--- config.mk ---
export PLATFORM = sky130hd
export DESIGN_NAME = iso8601_basic_utc_to_epoch_seconds_flat
export DESIGN_NICKNAME = d
export VERILOG_FILES = /design/src/isoep_pkg.sv /design/src/isoep_req_if.sv /design/src/isoep_rsp_if.sv /design/src/isoep_datapath.sv /design/src/isoep_ctrl.sv /design/src/iso8601_basic_utc_to_epoch_seconds.sv /design/src/flat_wrapper.sv
export VERILOG_INCLUDE_DIRS = /design/src /design/src/src
export SDC_FILE = /design/constraint.sdc
export NUM_CORES = 1
export LEC_CHECK = 0
export BUFFER_PORTS_ARGS = -buffer_cell sky130_fd_sc_hd__buf_2
export CORE_UTILIZATION = 53
export CTS_CLUSTER_DIAMETER = 50
export DETAILED_ROUTE_END_ITERATION = 8
export HOLD_SLACK_MARGIN = 0.1
export PLACE_DENSITY = 0.79
export SLEW_MARGIN = 10
export SYNTH_ARGS = -nofsm -noshare
export SYNTH_HDL_FRONTEND = slang
export SYNTH_HIERARCHICAL = 1
export SYNTH_SLANG_ARGS = --single-unit
--- constraint.sdc ---
create_clock -name clock -period 5.4 [get_ports clock]
set_input_delay 1.08 -clock clock [delete_from_list [all_inputs] [get_ports clock]]
set_output_delay 1.08 -clock clock [all_outputs]
set_load 0.01 [all_outputs]
--- src/iso8601_basic_utc_to_epoch_seconds_assert.svh ---
// assertion macros shared by the timestamp converter modules
// expects signals named clock and reset in the including module
`ifndef ISO8601_BASIC_UTC_TO_EPOCH_SECONDS_ASSERT_SVH
`define ISO8601_BASIC_UTC_TO_EPOCH_SECONDS_ASSERT_SVH

// condition holds in the same cycle as the trigger
`define ISOEP_ASSERT_NOW(lbl, ante, cons) \
   lbl: assert property (@(posedge clock) disable iff (reset) (ante) |-> (cons)) \
      else $error("isoep: same-cycle check failed");

// condition holds in the cycle after the trigger
`define ISOEP_ASSERT_NEXT(lbl, ante, cons) \
   lbl: assert property (@(posedge clock) disable iff (reset) (ante) |=> (cons)) \
      else $error("isoep: next-cycle check failed");

`endif

--- src/isoep_pkg.sv ---
// shared constants, types and the month table of the timestamp converter
// no dependencies
package isoep_pkg;

   localparam int CHAR_W  = 8;
   localparam int POS_W   = 5;
   localparam int YEAR_W  = 14;
   localparam int FIELD_W = 7;
   localparam int YOFF_W  = 7;
   localparam int DOY_W   = 9;
   localparam int DAY_W   = 15;
   localparam int TOD_W   = 17;
   localparam int SEC_W   = 32;

   localparam logic [POS_W-1:0] POS_SAT     = 5'd17;
   localparam logic [POS_W-1:0] STR_LEN     = 5'd16;
   localparam logic [POS_W-1:0] POS_T       = 5'd8;
   localparam logic [POS_W-1:0] POS_Z       = 5'd15;
   localparam logic [POS_W-1:0] POS_MONTH   = 5'd4;
   localparam logic [POS_W-1:0] POS_DAY     = 5'd6;
   localparam logic [POS_W-1:0] POS_MINUTE  = 5'd11;
   localparam logic [POS_W-1:0] POS_SECOND  = 5'd13;

   localparam logic [CHAR_W-1:0] CH_ZERO = 8'h30;
   localparam logic [CHAR_W-1:0] CH_NINE = 8'h39;
   localparam logic [CHAR_W-1:0] CH_T    = 8'h54;
   localparam logic [CHAR_W-1:0] CH_Z    = 8'h5A;

   localparam logic [YEAR_W-1:0]  YEAR_MIN   = 14'd1970;
   localparam logic [YEAR_W-1:0]  YEAR_MAX   = 14'd2038;
   localparam logic [FIELD_W-1:0] MONTH_MAX  = 7'd12;
   localparam logic [FIELD_W-1:0] DAY_MAX    = 7'd31;
   localparam logic [FIELD_W-1:0] HOUR_MAX   = 7'd24;
   localparam logic [FIELD_W-1:0] MINSEC_MAX = 7'd59;
   localparam logic [FIELD_W-1:0] FEBRUARY   = 7'd2;

   localparam logic [DAY_W-1:0] DAYS_PER_YEAR = 15'd365;
   localparam logic [TOD_W-1:0] SECS_PER_HOUR = 17'd3600;
   localparam logic [TOD_W-1:0] SECS_PER_MIN  = 17'd60;
   localparam logic [SEC_W-1:0] SECS_PER_DAY  = 32'd86400;

   typedef enum logic [2:0] {
      ST_COLLECT = 3'b001,
      ST_CHECK   = 3'b010,
      ST_CONVERT = 3'b100
   } isoep_state_type;

   typedef struct packed {
      logic step;      // take one character
      logic capture;   // latch checks and day count, clear accumulators
      logic load_rsp;  // write the output register
   } isoep_cmd_type;

   // days in the year before the first of the month, non-leap
   function automatic logic [DOY_W-1:0] days_before_month(input logic [FIELD_W-1:0] month);
      logic [DOY_W-1:0] d;
      unique case (month)
         7'd1:    d = 9'd0;
         7'd2:    d = 9'd31;
         7'd3:    d = 9'd59;
         7'd4:    d = 9'd90;
         7'd5:    d = 9'd120;
         7'd6:    d = 9'd151;
         7'd7:    d = 9'd181;
         7'd8:    d = 9'd212;
         7'd9:    d = 9'd243;
         7'd10:   d = 9'd273;
         7'd11:   d = 9'd304;
         7'd12:   d = 9'd334;
         default: d = 9'd0;
      endcase
      return d;
   endfunction

endpackage

--- src/isoep_req_if.sv ---
// character channel: one timestamp character per word
// depends on isoep_pkg
interface isoep_req_if import isoep_pkg::*; ();
   logic              valid;
   logic              ready;
   logic [CHAR_W-1:0] char_code;
   logic              end_of_string;

   modport source (output valid, char_code, end_of_string, input ready);
   modport sink   (input valid, char_code, end_of_string, output ready);
endinterface

--- src/isoep_rsp_if.sv ---
// result channel: epoch seconds and valid flag per word
// depends on isoep_pkg
interface isoep_rsp_if import isoep_pkg::*; ();
   logic             valid;
   logic             ready;
   logic [SEC_W-1:0] epoch_seconds;
   logic             valid_res;

   modport source (output valid, epoch_seconds, valid_res, input ready);
   modport sink   (input valid, epoch_seconds, valid_res, output ready);
endinterface

--- src/isoep_datapath.sv ---
// field accumulators, format and range checks, epoch arithmetic, output register
// depends on isoep_pkg and the assertion macro header
`include "iso8601_basic_utc_to_epoch_seconds_assert.svh"

module isoep_datapath import isoep_pkg::*; (
   input  logic              clock,
   input  logic              reset,
   input  isoep_cmd_type     cmd,
   input  logic [CHAR_W-1:0] char_code,
   output logic [SEC_W-1:0]  epoch_seconds,
   output logic              valid_res
);

   logic [POS_W-1:0]   pos_ff, pos_in;
   logic [YEAR_W-1:0]  year_ff, year_in;
   logic [FIELD_W-1:0] month_ff, month_in;
   logic [FIELD_W-1:0] day_ff, day_in;
   logic [FIELD_W-1:0] hour_ff, hour_in;
   logic [FIELD_W-1:0] minute_ff, minute_in;
   logic [FIELD_W-1:0] second_ff, second_in;
   logic               fmt_err_ff, fmt_err_in;

   logic               ok_ff, ok_in;
   logic [DAY_W-1:0]   days_ff, days_in;
   logic [TOD_W-1:0]   tod_ff, tod_in;
   logic [SEC_W-1:0]   epoch_ff, epoch_in;
   logic               vres_ff, vres_in;

   logic               is_digit;
   logic [CHAR_W-1:0]  digit_full;
   logic [3:0]         digit;
   logic [YEAR_W-1:0]  year_off;
   logic [YOFF_W-1:0]  yoff;
   logic               leap_add;
   logic [SEC_W-1:0]   secs;

   assign is_digit   = (char_code >= CH_ZERO) && (char_code <= CH_NINE);
   assign digit_full = char_code - CH_ZERO;
   assign digit      = digit_full[3:0];

   // character stepping and accumulation
   always_comb begin
      pos_in     = pos_ff;
      year_in    = year_ff;
      month_in   = month_ff;
      day_in     = day_ff;
      hour_in    = hour_ff;
      minute_in  = minute_ff;
      second_in  = second_ff;
      fmt_err_in = fmt_err_ff;
      if (cmd.capture) begin
         pos_in     = '0;
         year_in    = '0;
         month_in   = '0;
         day_in     = '0;
         hour_in    = '0;
         minute_in  = '0;
         second_in  = '0;
         fmt_err_in = 1'b0;
      end else if (cmd.step) begin
         pos_in = (pos_ff < POS_SAT) ? pos_ff + 5'd1 : POS_SAT;
         priority if (pos_ff >= STR_LEN) begin
            fmt_err_in = 1'b1;
         end else if (pos_ff == POS_T) begin
            if (char_code != CH_T) fmt_err_in = 1'b1;
         end else if (pos_ff == POS_Z) begin
            if (char_code != CH_Z) fmt_err_in = 1'b1;
         end else if (!is_digit) begin
            fmt_err_in = 1'b1;
         end else if (pos_ff < POS_MONTH) begin
            year_in = YEAR_W'(year_ff * 14'd10) + {10'd0, digit};
         end else if (pos_ff < POS_DAY) begin
            month_in = FIELD_W'(month_ff * 7'd10) + {3'd0, digit};
         end else if (pos_ff < POS_T) begin
            day_in = FIELD_W'(day_ff * 7'd10) + {3'd0, digit};
         end else if (pos_ff < POS_MINUTE) begin
            hour_in = FIELD_W'(hour_ff * 7'd10) + {3'd0, digit};
         end else if (pos_ff < POS_SECOND) begin
            minute_in = FIELD_W'(minute_ff * 7'd10) + {3'd0, digit};
         end else begin
            second_in = FIELD_W'(second_ff * 7'd10) + {3'd0, digit};
         end
      end
   end

   // first stage: checks, day count and time of day
   assign year_off = year_ff - YEAR_MIN;
   assign yoff     = year_off[YOFF_W-1:0];
   // leap years here are exactly those with year % 4 == 0, i.e. offset % 4 == 2
   assign leap_add = (month_ff > FEBRUARY) && (yoff[1:0] == 2'd2);

   always_comb begin
      ok_in = !fmt_err_ff && (pos_ff == STR_LEN)
           && (year_ff >= YEAR_MIN) && (year_ff <= YEAR_MAX)
           && (month_ff >= 7'd1) && (month_ff <= MONTH_MAX)
           && (day_ff >= 7'd1) && (day_ff <= DAY_MAX)
           && (hour_ff <= HOUR_MAX)
           && (minute_ff <= MINSEC_MAX)
           && (second_ff <= MINSEC_MAX);
      // leap days since 1970 before this year: (offset + 1) / 4
      days_in = DAY_W'(DAY_W'(yoff) * DAYS_PER_YEAR)
              + DAY_W'((yoff + 7'd1) >> 2)
              + DAY_W'(days_before_month(month_ff))
              + DAY_W'(leap_add)
              + DAY_W'(day_ff) - 15'd1;
      tod_in  = TOD_W'(TOD_W'(hour_ff) * SECS_PER_HOUR)
              + TOD_W'(TOD_W'(minute_ff) * SECS_PER_MIN)
              + TOD_W'(second_ff);
   end

   // second stage: scale days and add time of day
   assign secs     = SEC_W'(SEC_W'(days_ff) * SECS_PER_DAY) + SEC_W'(tod_ff);
   assign epoch_in = ok_ff ? secs : '0;
   assign vres_in  = ok_ff;

   always_ff @(posedge clock) begin
      if (reset) begin
         pos_ff     <= '0;
         year_ff    <= '0;
         month_ff   <= '0;
         day_ff     <= '0;
         hour_ff    <= '0;
         minute_ff  <= '0;
         second_ff  <= '0;
         fmt_err_ff <= 1'b0;
      end else begin
         pos_ff     <= pos_in;
         year_ff    <= year_in;
         month_ff   <= month_in;
         day_ff     <= day_in;
         hour_ff    <= hour_in;
         minute_ff  <= minute_in;
         second_ff  <= second_in;
         fmt_err_ff <= fmt_err_in;
      end
   end

   always_ff @(posedge clock) begin
      if (cmd.capture) begin
         ok_ff   <= ok_in;
         days_ff <= days_in;
         tod_ff  <= tod_in;
      end
      if (cmd.load_rsp) begin
         epoch_ff <= epoch_in;
         vres_ff  <= vres_in;
      end
   end

   assign epoch_seconds = epoch_ff;
   assign valid_res     = vres_ff;

   `ISOEP_ASSERT_NEXT(a_capture_clears, cmd.capture, (pos_ff == '0) && !fmt_err_ff)
   `ISOEP_ASSERT_NOW(a_pos_saturates, 1'b1, pos_ff <= POS_SAT)

endmodule

--- src/isoep_ctrl.sv ---
// sequencer: character collection, check stage, conversion and output hand-off
// depends on isoep_pkg and the assertion macro header
`include "iso8601_basic_utc_to_epoch_seconds_assert.svh"

module isoep_ctrl import isoep_pkg::*; (
   input  logic          clock,
   input  logic          reset,
   input  logic          req_valid,
   input  logic          req_end,
   output logic          req_ready,
   input  logic          rsp_ready,
   output logic          rsp_valid,
   output isoep_cmd_type cmd
);

   isoep_state_type state_ff, state_in;
   logic            rsp_valid_ff, rsp_valid_in;
   logic            accept;
   logic            slot_free;

   assign req_ready = (state_ff == ST_COLLECT);
   assign accept    = req_valid && req_ready;
   // output register can take a word if empty or emptying this cycle
   assign slot_free = !rsp_valid_ff || rsp_ready;

   always_comb begin
      state_in     = state_ff;
      cmd.step     = 1'b0;
      cmd.capture  = 1'b0;
      cmd.load_rsp = 1'b0;
      unique case (state_ff)
         ST_COLLECT: begin
            cmd.step = accept;
            if (accept && req_end) state_in = ST_CHECK;
         end
         ST_CHECK: begin
            cmd.capture = 1'b1;
            state_in    = ST_CONVERT;
         end
         ST_CONVERT: begin
            if (slot_free) begin
               cmd.load_rsp = 1'b1;
               state_in     = ST_COLLECT;
            end
         end
         default: state_in = ST_COLLECT;
      endcase
   end

   always_comb begin
      if (cmd.load_rsp) rsp_valid_in = 1'b1;
      else if (rsp_ready) rsp_valid_in = 1'b0;
      else rsp_valid_in = rsp_valid_ff;
   end

   always_ff @(posedge clock) begin
      if (reset) begin
         state_ff     <= ST_COLLECT;
         rsp_valid_ff <= 1'b0;
      end else begin
         state_ff     <= state_in;
         rsp_valid_ff <= rsp_valid_in;
      end
   end

   assign rsp_valid = rsp_valid_ff;

   `ISOEP_ASSERT_NEXT(a_end_to_check, accept && req_end, state_ff == ST_CHECK)
   `ISOEP_ASSERT_NEXT(a_check_to_convert, state_ff == ST_CHECK, state_ff == ST_CONVERT)
   `ISOEP_ASSERT_NEXT(a_convert_waits,
      (state_ff == ST_CONVERT) && rsp_valid_ff && !rsp_ready,
      (state_ff == ST_CONVERT) && rsp_valid_ff)

endmodule

--- src/iso8601_basic_utc_to_epoch_seconds.sv ---
// top level: CCYYMMDDThhmmssZ character stream to UTC seconds since 1970
// depends on isoep_pkg, isoep_req_if, isoep_rsp_if, isoep_ctrl, isoep_datapath
//
//   channel   dir   word
//   req_ch    in    char_code[7:0], end_of_string
//   rsp_ch    out   epoch_seconds[31:0], valid_res
//
// one character per cycle while collecting; no result for characters without the end flag
// after the end flag: a check state, then a multiply state that registers the result
// input is held off in both states, and longer while a previous result is not taken
// a waiting result does not block characters of the next string
// reset is synchronous and clears position, accumulators and the output valid

module iso8601_basic_utc_to_epoch_seconds import isoep_pkg::*; (
   input  logic               clock,
   input  logic               reset,
   isoep_req_if.sink          req_ch,
   isoep_rsp_if.source        rsp_ch
);

   isoep_cmd_type cmd;

   isoep_ctrl u_ctrl (
      .clock     (clock),
      .reset     (reset),
      .req_valid (req_ch.valid),
      .req_end   (req_ch.end_of_string),
      .req_ready (req_ch.ready),
      .rsp_ready (rsp_ch.ready),
      .rsp_valid (rsp_ch.valid),
      .cmd       (cmd)
   );

   isoep_datapath u_datapath (
      .clock         (clock),
      .reset         (reset),
      .cmd           (cmd),
      .char_code     (req_ch.char_code),
      .epoch_seconds (rsp_ch.epoch_seconds),
      .valid_res     (rsp_ch.valid_res)
   );

endmodule
--- src/flat_wrapper.sv ---
// flat-port wrapper written by rule: the top's interface ports become plain ports
module iso8601_basic_utc_to_epoch_seconds_flat import isoep_pkg::*;
  (clock, reset, req_ch_valid, req_ch_char_code, req_ch_end_of_string, req_ch_ready, rsp_ch_valid, rsp_ch_epoch_seconds, rsp_ch_valid_res, rsp_ch_ready);
  isoep_req_if req_ch_i ();
  isoep_rsp_if rsp_ch_i ();
  input  logic clock;
  input  logic reset;
  input wire logic [$bits(req_ch_i.valid)-1:0] req_ch_valid;
  input wire logic [$bits(req_ch_i.char_code)-1:0] req_ch_char_code;
  input wire logic [$bits(req_ch_i.end_of_string)-1:0] req_ch_end_of_string;
  output wire logic [$bits(req_ch_i.ready)-1:0] req_ch_ready;
  output wire logic [$bits(rsp_ch_i.valid)-1:0] rsp_ch_valid;
  output wire logic [$bits(rsp_ch_i.epoch_seconds)-1:0] rsp_ch_epoch_seconds;
  output wire logic [$bits(rsp_ch_i.valid_res)-1:0] rsp_ch_valid_res;
  input wire logic [$bits(rsp_ch_i.ready)-1:0] rsp_ch_ready;
  assign req_ch_i.valid = req_ch_valid;
  assign req_ch_i.char_code = req_ch_char_code;
  assign req_ch_i.end_of_string = req_ch_end_of_string;
  assign req_ch_ready = req_ch_i.ready;
  assign rsp_ch_valid = rsp_ch_i.valid;
  assign rsp_ch_epoch_seconds = rsp_ch_i.epoch_seconds;
  assign rsp_ch_valid_res = rsp_ch_i.valid_res;
  assign rsp_ch_i.ready = rsp_ch_ready;
  iso8601_basic_utc_to_epoch_seconds u_core (.clock(clock), .reset(reset), .req_ch(req_ch_i), .rsp_ch(rsp_ch_i));
endmodule
* Word level (Yosys, flattened, before mapping) *
Memory sizes are Yosys's and may differ from the RTL's. A register that Yosys moved wholly into a read port is not among the register bits.
Cells that the tools add are included.

storage, ports and cells
  bits in registers = 125
  ROM bits = 144
  input bits = 13
  output and inout port bits = 35
  word-level logic and storage cells = 132
  memories = 1

operators by class
  add/sub/neg operators = 18
  multipliers = 10
  magnitude comparators = 19
  equal/unequal tests = 14
  mux-type cells = 19
  bitwise logic cells = 8
  reduce and logical (&&, ||, !) cells = 28

memory list
  memory           words  width  rd ports  clocked after Yosys merged registers in  write ports  RTL line         RTL
  (no name shown)  16     9      1         1                                        0            isoep_pkg.sv:57  unique case (month)

operator list
  operator                                                              count
  adder 7 x 4 -> 7 bit                                                  5
  multiplier 7 x 3 -> 6 bit (second input constant)                     5
  adder 32 x 17 -> 32 bit                                               1
  multiplier 15 x 10 -> 25 bit (second input constant)                  1
  AND reduction 10 bit                                                  2
  adder 17 x 13 -> 17 bit                                               1
  adder 17 x 7 -> 17 bit                                                1
  != test 8 x 7 -> 1 bit (second input constant)                        2
  adder 15 x 1 -> 15 bit                                                1
  adder 15 x 6 -> 15 bit                                                1
  adder 15 x 7 -> 15 bit                                                1
  adder 15 x 9 -> 15 bit                                                1
  < comparator 5 x 4 -> 1 bit (second input constant)                   3
  multiplier 7 x 9 -> 15 bit (second input constant)                    1
  subtractor 15 x 1 -> 15 bit (second input constant)                   1
  adder 14 x 4 -> 14 bit                                                1
  greater-or-equal comparator 14 x 11 -> 1 bit (second input constant)  1
  greater-or-equal comparator 7 x 1 -> 1 bit (second input constant)    2
  less-or-equal comparator 14 x 11 -> 1 bit (second input constant)     1
  less-or-equal comparator 7 x 5 -> 1 bit (second input constant)       2
  less-or-equal comparator 7 x 6 -> 1 bit (second input constant)       2
  logical AND 1 bit                                                     14
  multiplier 14 x 3 -> 13 bit (second input constant)                   1
  multiplier 7 x 8 -> 13 bit (second input constant)                    1
  other kinds (41)                                                      64

* Depth between registers and ports, before layout *
  word-level depth = 11
  gate-level depth with buffers = 22
  gate-level depth less buffers = 22

* By module *
The synthesis kept the hierarchy.

modules (own cells, without submodules)
  module          times used  cells an instance  area an instance (sq um)  sequential area each (sq um)
  isoep_datapath  1           1481               14392.6                   3263.1
  isoep_ctrl      1           23                 216.5                     80.1

* Worst setup path before layout *
Ideal clock, no wire load.

  kind = reg-to-reg
  start point = register u_core.u_datapath.year_ff[1]
  end point = register u_core.u_datapath.days_ff[14] (data pin)
  setup time = 258 ps
  arrival time = 5644 ps
  path slack = -502 ps
  cell stages (with the launch flop) = 21
  path buffers = 0
  cell sequence = dfxtp_1 > inv_1 > ha_1 > inv_1 > o21ai_0 > xor2_1 > inv_1 > fa_1 > inv_1 > fa_1 > inv_1 > fa_1 > fa_1 > ha_1 > a21boi_0 > o21ai_0 > nand2b_1 > a21o_1 > a41o_1 > o41a_1 > xnor2_1

between the ends
  word-level cells in the longest chain between the ends = 7
  elaborated cells on any way between the ends = 10
  those cells by class = add/sub: 7; mul: 1; eq/ne: 1; reduce/logical: 1

ends and longest elaborated chain
  item                                                                       RTL line                                      RTL
  from (decl)                                                                isoep_datapath.sv:15                          logic [YEAR_W-1:0] year_ff, year_in;
  from (signal assigned)                                                     isoep_datapath.sv:128                         year_ff <= year_in;
  subtractor 7 x 6 -> 7 bit (*)                                              isoep_datapath.sv:87                          assign year_off = year_ff - YEAR_MIN;
  multiplier 7 x 9 -> 15 bit / adder 7 x 1 -> 8 bit (equally long branches)  isoep_datapath.sv:101, isoep_datapath.sv:102
  adder 15 x 6 -> 15 bit                                                     isoep_datapath.sv:102                         + DAY_W'((yoff + 7'd1) >> 2)
  adder 15 x 9 -> 15 bit                                                     isoep_datapath.sv:103                         + DAY_W'(days_before_month(month_ff))
  adder 15 x 1 -> 15 bit (*)                                                 isoep_datapath.sv:104                         + DAY_W'(leap_add)
  adder 15 x 7 -> 15 bit (*)                                                 isoep_datapath.sv:105                         + DAY_W'(day_ff) - 15'd1;
  subtractor 15 x 1 -> 15 bit (*)                                            isoep_datapath.sv:105
  named net u_core.u_datapath.days_in[14]                                    isoep_datapath.sv:24                          logic [DAY_W-1:0] days_ff, days_in;
  to (signal assigned)                                                       isoep_datapath.sv:141                         days_ff <= days_in;
  to (decl)                                                                  isoep_datapath.sv:24

The timed path passes the listed nets; every way through them passes the cells marked *.
A chain may end at the register's enable or synchronous reset.

* Final worst setup path *
  start point = register u_core.u_datapath.days_ff[5]
  end point = register u_core.u_datapath.epoch_ff[31] (netlist: u_core/u_datapath/epoch_seconds[31]) (data pin)

between the ends
  word-level cells in the longest chain between the ends = 2

ends and longest elaborated chain
  item                          RTL line               RTL
  multiplier 15 x 10 -> 25 bit  isoep_datapath.sv:112  assign secs = SEC_W'(SEC_W'(days_ff) * SECS_PER_DAY) + SEC_W'(tod_ff);
  adder 32 x 17 -> 32 bit       isoep_datapath.sv:112
  to (signal assigned)          isoep_datapath.sv:145  epoch_ff <= epoch_in;
  to (decl)                     isoep_datapath.sv:26   logic [SEC_W-1:0] epoch_ff, epoch_in;

Every way passes these cells.

==> summary.txt <==
Outcome
  – Status: finished clean

Worst setup path
  – CP arrival: about 5400 ps
  – Crit Reg-Reg Startpoint: u_core/u_datapath/days_ff[5]$_DFFE_PP_
  – Worst Reg-to-Reg Cells: 18
  – CP Launch Type: flop
  – CP max FO: 7
  – Reg2reg setup slack: about 170 ps
  – Worst path required time: 5570 ps
  – Worst Path Class, Setup: flop to flop
  – FF-to-FF End: u_core/u_datapath/epoch_seconds[31]$_SDFFCE_PN0P_
  – Critical Path End Type: flop

CTS
  – CTS tree: done
  – CTS Sinks: around 130
  – CTS clk-pin slew, worst paths: 60 ps
  – Worst-skew pair later-pin latency: 420 ps
  – CTS Buf Count: 17
  – CTS hold repair buffers: 0
  – CTS root buffer: clkbuf_16
  – CTS Buffer Depth: 2
  – CTS H-Tree Depth: 4

Timing
  – Worst clock skew: approximately 8.4 ps
  – Max-slew violation count: 0
  – Final Hold Fails: 0
  – Minimum clock period: about 5200 ps
  – Max-slew headroom: 0.333
  – Setup-failing EPs final: 0
  – Period utilization: 0.968
  – Maximum clock rate: approximately 190 MHz
  – Worst slew pin tran: between 900 and 1000 ps

Worst hold path
  – Hold endpoint: u_core/u_datapath/fmt_err_ff$_SDFFE_PP0P_
  – Hold Path Class: flop to flop
  – Hold Path Stages: 2
  – HP Start: u_core/u_datapath/fmt_err_ff$_SDFFE_PP0P_

Synthesis
  – Syn Inst Count: between 1500 and 2000
  – Register area share after synthesis: 0.229
  – Asr flop ratio synth: 0
  – Ys Warns: 6
  – Yosys cell types: 74
  – Synthesized cell area: 14600 µm²
  – Synth Area per Inst: 9.71 µm²
  – Seq cells post-synth: approximately 130
  – Post-synth EDFFs: 66
  – Dominant synthesized flop cell: dfxtp_1
  – Syn Nets: between 1500 and 2000

Route
  – Total Wirelength: between 30 and 40 mm
  – DRT Pass-1 Iters: 5
  – Final ANT Viol Nets: 0
  – DR vias: around 11000
  – Post-DR vias/cell: 5.55
  – DRC Markers: 0
  – Drt wl/cell: roughly 16 µm
  – Starting DRT DRC Count: around 540

GRT
  – First-pass GRT wire length: 51.1 mm
  – Initial antenna violation count: 0
  – Vias in the first global route: roughly 11000
  – GRT Overall Usage: 0.222
  – Pin count of the biggest net entering global routing: 48
  – Gr ovfl total: 0

Power and ir drop
  – Design Power: slightly below 3 mW
  – P_leak: a little under 8 nW
  – Max VDD drop: between 0.15 and 0.2 mV
  – Pwr per Cell Area: 181 nW/µm²

Placement
  – Detailed placer's ending HPWL: ~24 mm
  – DP Area: 15600 µm²
  – Gp weighted congestion: between 0.9 and 1
  – Port Buffer Count: between 40 and 50

Floorplan
  – Die H: around 170 µm
  – Core area: approximately 27000 µm²
  – DIE WIDTH: roughly 170 µm
  – Row cnt: 60
  – Initial core utilization: 0.541
  – Ports: 48
  – Die ar.: roughly 28000 µm²

Final layout
  – Layout cell share with drive strength beyond 1: 0.122
  – Post-layout nets: 2002
  – Final Core Density: 0.609
  – Final instance area: between 15000 and 20000 µm²
  – Area growth syn-to-layout: 12.7%
  – ANT cells: 0
  – Filler instances: around 2200

Run
  – MaxCap Viol Count: 0
cells in the mapped netlist (12+ instances only):
library cell  instances  share of area
nand4_1              12         0.0051
nand2_1              41          0.011
nor2_1              115          0.030
o21ai_0              38          0.013
xor2_1               43          0.026
a21oi_1              81          0.028
mux2i_1              28          0.019
nor3b_1              14         0.0072
nor3_1               28         0.0096
a21o_1               29          0.015
ha_1                280           0.24
a211oi_1             23          0.012
and2_1               23         0.0098
dfxtp_1              68          0.093
nor2b_1              15         0.0064
xnor2_1              96          0.058
edfxtp_1             66           0.14
fa_1                100           0.14
clkbuf_1             17         0.0044
inv_1               226          0.058
nand3_1              22         0.0075
placed cells by master (no fill, tap or decap), types with 4 or more instances in the layout:
| cell type | instances |
|---|---|
| ha_1 | 277 |
| clkbuf_16 | 19 |
| nand2b_1 | 8 |
| nand4_1 | 12 |
| xor2_1 | 39 |
| fa_1 | 99 |
| and2_1 | 23 |
| inv_1 | 221 |
| nand2_1 | 41 |
| or4_1 | 5 |
| o21a_1 | 9 |
| a211oi_1 | 22 |
| or2_2 | 4 |
| and4_1 | 6 |
| o21bai_1 | 9 |
| o21ai_0 | 35 |
| nor3_2 | 7 |
| inv_2 | 5 |
| or3_1 | 5 |
| nand3_1 | 20 |
| nor3b_1 | 12 |
| buf_2 | 47 |
| edfxtp_1 | 66 |
| buf_4 | 61 |
| dfxtp_1 | 66 |
| and3_1 | 7 |
| clkinv_4 | 4 |
| nor3_1 | 23 |
| xnor2_1 | 93 |
| a21o_1 | 29 |
| nor2_1 | 115 |
| mux2i_1 | 28 |
| a21oi_1 | 78 |
| a31oi_1 | 8 |
| nor4_1 | 7 |
| o211ai_1 | 7 |
| nor2b_1 | 14 |
worst max-delay path by stage:
stage | from | to | slack, ps | cells after the start
2_1_floorplan | u_core/u_datapath/year_ff[1]$_SDFFE_PP0P_ | u_core/u_datapath/days_ff[14]$_DFFE_PP_ | 7 | 20
3_3_place_gp | u_core/u_datapath/year_ff[1]$_SDFFE_PP0P_ | u_core/u_datapath/days_ff[14]$_DFFE_PP_ | 110 | 22
3_5_place_dp | u_core/u_datapath/year_ff[1]$_SDFFE_PP0P_ | u_core/u_datapath/days_ff[14]$_DFFE_PP_ | -50 | 20
4_1_cts | u_core/u_datapath/year_ff[1]$_SDFFE_PP0P_ | u_core/u_datapath/days_ff[14]$_DFFE_PP_ | 20 | 19
5_1_grt | u_core/u_datapath/year_ff[0]$_SDFFE_PP0P_ | u_core/u_datapath/days_ff[14]$_DFFE_PP_ | -120 | 22
6_report | u_core/u_datapath/days_ff[5]$_DFFE_PP_ | u_core/u_datapath/epoch_seconds[31]$_SDFFCE_PN0P_ | 170 | 18
layout make-up:
cell class	count	area, µm²	share of cell area
repair buffers	108	693	0.0421
clock inverters	13	119	0.00722
flip-flops and latches	134	3350	0.203
clock buffers	19	475	0.0289
well taps	341	427	0.0259
inverters	227	855	0.0519
multi-input cells	1121	10500	0.641
where the power goes:
part           internal [mW]  switching (mW)
clock network          0.691           0.468
registers               1.10          0.0101
logic                  0.317           0.394
total                   2.10           0.872
flip-flops by register name, indices dropped and copies added, names as in the netlist, named ones only:
name and cells:
u_core/u_datapath/hour_ff 7, u_core/u_datapath/epoch_seconds 32, u_core/u_datapath/minute_ff 7, u_core/u_datapath/day_ff 7
u_core/u_datapath/valid_res 1, u_core/u_datapath/ok_ff 1, u_core/u_datapath/year_ff 14, u_core/u_ctrl/rsp_valid 1
u_core/u_datapath/tod_ff 17, u_core/u_ctrl/state_ff 3, u_core/u_datapath/second_ff 7, u_core/u_datapath/days_ff 15
u_core/u_datapath/pos_ff 5, u_core/u_datapath/month_ff 7, u_core/u_datapath/fmt_err_ff 1
metrics by stage:
| step | setup slack [ps] | TNS, ps | hold slack [ps] | std cells |
|---|---|---|---|---|
| 6_report | 172 | 0 | 492 | 1963 |
| 5_1_grt | -122 | -141 | 519 | 1963 |
| 4_1_cts | 21.6 | 0 | 495 | 1949 |
| 3_5_place_dp | -45.8 | -45.8 | 479 | 1914 |
| 3_3_place_gp | 112 | 0 | 471 | 1914 |
| 2_1_floorplan | 7.15 | 0 | 438 | 1504 |
layer usage:
layer,global-route usage,up-vias,routed length (µm)
met5,0,-,0
met2,0.406,214,15800
met1,0.272,5264,13700
met3,0.0277,41,841
li1,-,5373,-
met4,0.0618,0,475
worst max-delay path, cell delays in order (launching register included):
cell and delay [ps]:
edfxtp_1 410, ha_1 350, fa_1 550, fa_1 420, ha_1 290, inv_1 50
fa_1 500, inv_1 40, ha_1 410, and3_4 270, o211a_1 200, a21oi_1 80
a211o_1 330, xnor2_1 230, nand2_1 140, nor4_1 230, buf_4 180, nand4bb_1 130
mux2i_1 140
timing repair:
action | in CTS | in global routing
pin swaps | 1 | 18
resized for setup | 3 | 39
setup endpoints to repair | 1 | 11
setup buffers | 3 | 14
cells by family (layout without fill, tap and decap cells):
kind of cell | count (synthesis) | in the layout | synth area share
buffers and inverters | 249 | 367 | 0.0647
and+or+nand+nor | 333 | 333 | 0.120
DFF | 134 | 134 | 0.229
xor gates and xnor gates | 140 | 140 | 0.0849
adders and majority gates | 380 | 380 | 0.377
muxes | 29 | 29 | 0.0207
AOI/OAI and AO/OA | 239 | 239 | 0.104
(Power assumes the default switching activity.)
